--- config.mk ---
export PLATFORM = sky130hd
export DESIGN_NAME = spre_divider
export DESIGN_NICKNAME = d
export VERILOG_FILES = /design/src/rtl/spre_pkg.sv /design/src/rtl/spre_divider.sv
export SDC_FILE = /design/constraint.sdc
export NUM_CORES = 1
export LEC_CHECK = 0
export BUFFER_PORTS_ARGS = -buffer_cell sky130_fd_sc_hd__buf_2
export CORE_MARGIN = 5
export CORE_UTILIZATION = 47
export CTS_BUF_LIST = sky130_fd_sc_hd__clkbuf_4
export CTS_CLUSTER_DIAMETER = 120
export DETAILED_ROUTE_END_ITERATION = 12
export SYNTH_ARGS = -nofsm -noshare
export SYNTH_HDL_FRONTEND = slang
export SYNTH_SLANG_ARGS = --single-unit
export TNS_END_PERCENT = 100
--- constraint.sdc ---
create_clock -name i_clk -period 22.6 [get_ports i_clk]
set_clock_uncertainty 0.1 [all_clocks]
set_input_delay 2.26 -clock i_clk [delete_from_list [all_inputs] [get_ports i_clk]]
set_output_delay 2.26 -clock i_clk [all_outputs]
set_load 0.05 [all_outputs]
--- src/rtl/spre_pkg.sv ---
// Shared types and constants of the smoothed pose rate estimator.
`default_nettype none
package spre_pkg;
    localparam int unsigned DataW = 32;
    localparam int unsigned GainW = 17;
    localparam int unsigned PeriodW = 20;
    localparam int unsigned TableLen = 24;
    localparam logic [16:0] GainOne = 17'd65536;
    localparam logic [16:0] GainReset = 17'd32768;
    localparam logic [19:0] PeriodReset = 20'd10000;
    localparam logic [19:0] RateScale = 20'd1000000;
    localparam logic [35:0] PiQ30 = 36'd3373259426;

    typedef enum logic [1:0] {
        ST_SEEDED  = 2'd0,
        ST_REPEAT  = 2'd1,
        ST_UPDATED = 2'd2
    } t_status;

    localparam logic [0:0] CFG_GAIN = 1'b0;
    localparam logic [0:0] CFG_PERIOD = 1'b1;

    // Arctangent of 2^-i in Q30.
    function automatic logic [31:0] atan_q30(input logic [4:0] i);
        logic [31:0] v;
        begin
            unique case (i)
                5'd0: v = 32'd843314857;
                5'd1: v = 32'd497837829;
                5'd2: v = 32'd263043836;
                5'd3: v = 32'd133525158;
                5'd4: v = 32'd67021686;
                5'd5: v = 32'd33543515;
                5'd6: v = 32'd16775850;
                5'd7: v = 32'd8388437;
                5'd8: v = 32'd4194282;
                5'd9: v = 32'd2097149;
                5'd10: v = 32'd1048575;
                5'd11: v = 32'd524287;
                5'd12: v = 32'd262143;
                5'd13: v = 32'd131071;
                5'd14: v = 32'd65535;
                5'd15: v = 32'd32767;
                5'd16: v = 32'd16383;
                5'd17: v = 32'd8191;
                5'd18: v = 32'd4095;
                5'd19: v = 32'd2047;
                5'd20: v = 32'd1024;
                5'd21: v = 32'd512;
                5'd22: v = 32'd256;
                5'd23: v = 32'd128;
                default: v = 32'd0;
            endcase
            return v;
        end
    endfunction
endpackage
`default_nettype wire

--- src/rtl/spre_divider.sv ---
// Bit-serial rounded divider for rates: round(|n|*1e6/|d|), signed, saturated.
`default_nettype none
module spre_divider (
    input  wire logic               i_clk,
    input  wire logic               i_rst_n,
    input  wire logic               i_start,
    input  wire logic signed [33:0] i_num,
    input  wire logic signed [52:0] i_den,
    output logic                    o_done,
    output logic [31:0]             o_quot
);
    import spre_pkg::*;

    // Numerator scaled is below 2^54; denominator magnitude below 2^52.
    typedef enum logic [1:0] {D_IDLE, D_MUL, D_DIV, D_FIN} t_state;
    t_state r_state;
    logic [33:0] r_un;
    logic [52:0] r_ud;
    logic [53:0] r_ext;
    logic [53:0] r_rem;
    logic [53:0] r_q;
    logic [5:0] r_cnt;
    logic r_neg;
    logic [54:0] trial;

    // The scaled numerator gets half the divisor added, then a shift division
    // brings in one quotient bit a cycle.
    assign trial = {r_rem, r_ext[53]} - {2'b0, r_ud};

    always_ff @(posedge i_clk) begin
        o_done <= 1'b0;
        if (!i_rst_n) begin
            r_state <= D_IDLE;
        end else begin
            unique case (r_state)
                D_IDLE: begin
                    if (i_start) begin
                        r_neg <= i_num[33] ^ i_den[52];
                        r_un <= i_num[33] ? 34'(-i_num) : 34'(i_num);
                        r_ud <= (i_den == 53'sd0) ? 53'd1
                              : (i_den[52] ? 53'(-i_den) : 53'(i_den));
                        r_state <= D_MUL;
                    end
                end
                D_MUL: begin
                    r_ext <= 54'(r_un) * 54'(RateScale) + 54'(r_ud >> 1);
                    r_rem <= 54'd0;
                    r_q <= 54'd0;
                    r_cnt <= 6'd0;
                    r_state <= D_DIV;
                end
                D_DIV: begin
                    if (!trial[54]) begin
                        r_rem <= trial[53:0];
                        r_q <= {r_q[52:0], 1'b1};
                    end else begin
                        r_rem <= {r_rem[52:0], r_ext[53]};
                        r_q <= {r_q[52:0], 1'b0};
                    end
                    r_ext <= {r_ext[52:0], 1'b0};
                    r_cnt <= r_cnt + 6'd1;
                    if (r_cnt == 6'd53) r_state <= D_FIN;
                end
                D_FIN: begin
                    if (r_neg)
                        o_quot <= (r_q >= 54'd2147483648) ? 32'h8000_0000 : 32'(-r_q);
                    else
                        o_quot <= (r_q > 54'd2147483647) ? 32'h7FFF_FFFF : 32'(r_q);
                    o_done <= 1'b1;
                    r_state <= D_IDLE;
                end
                default: r_state <= D_IDLE;
            endcase
        end
    end
endmodule
`default_nettype wire

# After elaboration in Yosys (flattened, before gate mapping)
# Cells that the tools add are included.
dict set report classes {
  add_sub_neg 6
  multipliers 1
  n_lt_le_gt_ge 2
  n_eq_ne 6
  n_mux 15
  n_bitwise 2
  reduce_logical 8
}
# operator n
set ops {}
lappend ops {{$pmux W54 S2} 3}
lappend ops {{$mux W32} 3}
lappend ops {{$sub A55 B53 Y55} 1}
lappend ops {{$add A54 B52 Y54} 1}
lappend ops {{$ge A54 B32 Y1 const B} 1}
lappend ops {{$gt A54 B31 Y1 const B} 1}
lappend ops {{$mux W54} 1}
lappend ops {{$logic_not A53 Y1} 1}
lappend ops {{$neg A53 Y53} 1}
lappend ops {{$mux W52} 1}
lappend ops {{$mul A34 B14 Y48 const B} 1}
lappend ops {{$neg A34 Y34} 1}
lappend ops {{$mux W33} 1}
lappend ops {{$neg A32 Y32} 1}
lappend ops {{$pmux W6 S2} 1}
lappend ops {{$pmux W2 S4} 1}
lappend ops {{$add A6 B1 Y6 const B} 1}
lappend ops {{$eq A6 B6 Y1 const B} 1}
lappend ops {{$reduce_and A2 Y1} 3}
lappend ops {{$eq A2 B2 Y1 const B} 2}
lappend ops {{$mux W2} 2}
lappend ops {{$ne A2 B2 Y1 const B} 2}
lappend ops {{$reduce_and A3 Y1} 1}
lappend ops {{$eq A2 B1 Y1 const B} 1}
lappend ops {{6 further kinds} 7}
dict set report word_totals {
  reg_bits 291
  inputBits 90
  output_inout_bits 33
  elab_cells 52
}

# Longest topological paths before layout
dict set report logic_depth {
  ltp_word 3
  ltp_mapped 34
  depth_no_buf 34
}

# Worst setup path before layout
# Ideal clock, no wire load.
dict set report synth_timing {
  kind {reg2reg}
  startpoint {reg r_un[6]}
  endpoint {reg r_ext[47], data pin}
  setup_ns 0.267
  t_arrival_ns 7.442
  required_time_ns 22.233
  path_slack_ns 14.791
  stages_incl_launch_ff 35
  n_path_buf 1
  synth_period_minus_slack_ns 7.809
  cell_sequence {edfxtp_1 > inv_1 > fa_1 > inv_1 > fa_1 > fa_1 > fa_1 > ha_1 > inv_1 > fa_1 > inv_1 > ha_1 > clkbuf_1 > and4_1 > and3_1 > a221o_1 > a21o_1 > inv_1 > o21ai_0 > a21oi_1 > o21a_1 > o21ai_0 > xor2_1 > ha_1 > a21o_1 > a21o_1 > a21oi_1 > o21a_1 > o21ai_0 > a31o_2 > a21o_1 > a21o_1 > a21oi_1 > xor2_1 > o21ai_0}
}
dict set report synth_via {
  elab_chain_len 3
}
# element line
set synth_lines {}
lappend synth_lines {{start, declared} spre_divider.sv:17} ;# logic [33:0] r_un;
lappend synth_lines {{start signal, assigned} spre_divider.sv:39} ;# r_un <= i_num[33] ? 34'(-i_num) : 34'(i_num);
lappend synth_lines {{$mul A34 B14 Y48} spre_divider.sv:46} ;# r_ext <= 54'(r_un) * 54'(RateScale) + 54'(r_ud >> 1);
lappend synth_lines {{$add A54 B52 Y54} spre_divider.sv:46}
lappend synth_lines {{$pmux W54 S2} spre_divider.sv:35} ;# unique case (r_state)
lappend synth_lines {{end signal, assigned} spre_divider.sv:46}
lappend synth_lines {{end signal, assigned} spre_divider.sv:60} ;# r_ext <= {r_ext[52:0], 1'b0};
lappend synth_lines {{end, declared} spre_divider.sv:19} ;# logic [53:0] r_ext;
# No other way between the ends.
# A chain may end at the register's enable or synchronous reset.

# Final worst setup path
dict set report layout_timing {
  startpoint {reg r_un[0]}
  endpoint {reg r_ext[53], data pin}
}
# Same word-level chain as after synthesis.

==> impl_summary.txt <==
----------------------------------------------------
[Run status]
  Run status ... completed

[Timing]
  Number of pins exceeding their max-slew limit in the final report ... 0
  Headroom to the max-slew limit ... 0.3502
  Total count of hold-check failures in the final report ... 0
  Sum of negative setup slack ... 0 ps
  Setup repair after global routing missed its margin ... false
  Minimum clock period ... 8683 ps
  Total of endpoints with negative setup slack in the final report ... 0
  Worst slew pin tran ... 974.7 ps
  Ratio of final minimum period to clock period ... 0.3842
  Maximum achievable frequency ... 0.1152 GHz

[Logic synthesis]
  Syn Inst Count ... 2622
  Number of enable flip-flop cells after synthesis ... 288
  Post-synthesis register bit count ... roughly 290
  Share of synthesized area occupied by flip-flops and latches ... 0.3361
  Net count after synthesis ... 3129
  Number of distinct standard cells referenced by the synthesized netlist ... 77
  Number of warnings printed during yosys synthesis ... 0
  Synthesized area divided by synthesized cell count ... 9.883 um^2
  Async set or reset register ratio after synthesis ... 0
  Dominant synthesized flop cell ... sky130_fd_sc_hd__edfxtp_1
  Combined area of all synthesized cells ... 25910 um^2

[Critical path]
  Cell depth of the worst flop-to-flop path ... 32
  Delay contributed by the slowest stage of the critical path ... 640 ps
  Element type at the critical path start ... flip-flop
  Critical path launch point ... r_un[0]
  Capturing element type of the critical path ... flip-flop
  Count of cell instances traversed by the critical path ... 32
  Kind of critical path ... reg2reg
  Standard cell with the maximum stage delay on the critical path ... sky130_fd_sc_hd__fa_1
  Startpoint of the lowest-slack register-to-register path ... r_un[0]
  Worst setup slack for register-to-register paths ... between 10000 and 15000 ps
  Critical Path AT ... about 9200 ps
  Crit Path Max Fanout ... 7
  Capture point of the critical path ... r_ext[53]
  Endpoint of the worst register-to-register path ... r_ext[53]
  Most numerous cell on the critical path ... sky130_fd_sc_hd__a21oi_1
  Buf+Inv Stages, Crit Path ... 2
  Data required time of the worst path ... around 23000 ps
  Delay-heaviest family, CP ... adder cells

[Drt]
  Total routed wirelength ... 59180 um
  Antenna Violating Nets Remaining ... 0
  Routed via count divided by cell count ... 5.487
  Total via count after detailed routing ... 19350
  Count of unresolved DRC violations after routing ... 0
  Initial drt markers ... 959
  First-pass detailed-route iteration total ... 5
  Wire length per cell ... 16.78 um

[Global routing]
  Number of global-route vias before repair ... 19250
  Wire length of the first global-routing pass ... 96370 um
  Overall fraction of global-route tracks in use ... 0.1948
  Number of antenna violations at the first check in global routing ... 4
  Maximum number of pins on one net before global-route repair ... 88
  Gr ovfl total ... 0

[Floorplanning]
  Core area ... 54880 um^2
  Boundary Pins ... 123
  Number of placement rows ... 86
  Overall die area ... 59930 um^2
  Die extent in x ... around 240 um
  Die height ... 244.8 um
  Starting density of the core ... 0.4722

[Clocking]
  Clock tree root driver cell ... sky130_fd_sc_hd__clkbuf_4
  Number of clock sinks ... 291
  Clock insertion delay at the later pin of the skew report ... slightly below 800 ps
  Count of buffers added by post-CTS timing repair for setup ... 0
  H-tree depth reported by CTS ... 3
  Clock tree from TritonCTS ... yes
  Hold buffer count at CTS ... 0
  Clock transition time at the flip-flop clock pins of the worst setup and hold paths ... 70 ps
  CTS-repair resized insts ... 0
  Clock Tree Buf Depth ... 3
  Inserted Clock Buffers ... 80

[Layout]
  Share of final-layout standard cells stronger than drive strength 1 ... 0.1090
  Net count, final ... between 3000 and 4000
  Growth of design area from synthesis to finish ... 9.377%

[Hold path]
  Class of the tightest hold or removal check ... reg2reg
  Hold Crit Start ... r_ext[42]

[Placement]
  Port Buf Inserts ... about 120
  Final GP Congestion ... 0.9111
  Hpwl dp ... 46300 um

[Run]
  Count of maximum capacitance violations ... 0

----------------------------------------------------
[cell type report]
type	instances	area, um^2
diodes	5	12.51
clock buffers	115	863.3
clock inverters	22	234.0
fillers	4974	26530
inverters	290	1089
multi-input cells	1967	15870
flip-flops and latches	291	8708
well taps	704	880.8
repair buffers	132	685.7
[logic make-up after synthesis]
logic type	share of synthesized area
simple gates	0.1309
compound gates	0.1553
fa+ha+maj	0.2439
buf+inv	0.05277
flops	0.3361
xor+xnor	0.07354
mux	0.007532
[cells in the mapped netlist (66+ instances only)]
library cell,instances,share of area
sky130_fd_sc_hd__edfxtp_1,288,0.33
sky130_fd_sc_hd__xnor2_1,154,0.052
sky130_fd_sc_hd__o21ai_0,177,0.034
sky130_fd_sc_hd__a21o_1,66,0.019
sky130_fd_sc_hd__a21oi_1,188,0.036
sky130_fd_sc_hd__ha_1,270,0.13
sky130_fd_sc_hd__nand2_1,187,0.027
sky130_fd_sc_hd__inv_1,290,0.042
sky130_fd_sc_hd__nor2_1,161,0.023
sky130_fd_sc_hd__clkbuf_1,71,0.010
sky130_fd_sc_hd__fa_1,147,0.11
[state kept, by name, summed over array words and instances (netlist names), 2 cells and up]
signal	cells
r_rem	54
r_ext	54
r_cnt	6
r_un	34
r_state	2
r_ud	53
o_quot	32
r_q	54
[per-stage QoR]
step	setup WS, ps	util	hold slack [ps]	cells	cell area, um^2
floorplan	14790	-	398.4	2622	25910
global placement	14050	0.4963	406.1	3384	27230
detailed placement	13960	0.4963	414.4	3384	27230
CTS	13900	0.5163	422.9	3521	28330
global route	13260	0.5163	443.5	3522	28330
finish	13920	0.5165	420.2	3526	28340
[routing by layer]
metal | part of all wire | global-route usage
met1 | 0.47 | 0.2691
met2 | 0.46 | 0.3165
met3 | 0.046 | 0.02864
met4 | 0.024 | 0.06667
met5 | 0.00012 | 0
[worst min path at each step]
| stage | endpoint | slack (ps) | cells past startpoint |
|---|---|---|---|
| after global routing | r_ext[43] | 440 | 2 |
| final | r_ext[43] | 420 | 2 |
| after detailed placement | r_ext[26] | 410 | 2 |
| after floorplan | r_ext[10] | 400 | 2 |
| after global placement | r_ext[1] | 410 | 2 |
| after CTS | r_ext[43] | 420 | 2 |
[worst min-delay path: stages (launching register included)]
cell	delay, ps
sky130_fd_sc_hd__edfxtp_1	330
sky130_fd_sc_hd__nand2_1	50
sky130_fd_sc_hd__o21ai_0	50
[cell usage in the layout (no fill, tap or decap), drive strengths merged, types with 8 or more instances in the layout]
cell type / count
a211oi: 25
mux2i: 15
nor4: 18
a21o: 66
o21bai: 21
xor2: 61
a21boi: 8
ha: 270
o311ai: 17
edfxtp: 288
or4: 21
buf: 132
xnor2: 154
and2: 61
or2: 9
inv: 291
nand4: 27
and3: 14
a221o: 12
nor2: 161
nand3: 52
fa: 147
or3: 27
clkinv: 15
nand2: 187
clkbuf: 115
a21oi: 188
nor3: 34
o41ai: 18
o21a: 15
o31ai: 31
nor2b: 17
o21ai: 179
a31oi: 14
nand2b: 24
Power is left out: the tool's default activity adds up to more than one toggle a clock period on the data nets, which glitch-free logic cannot reach.
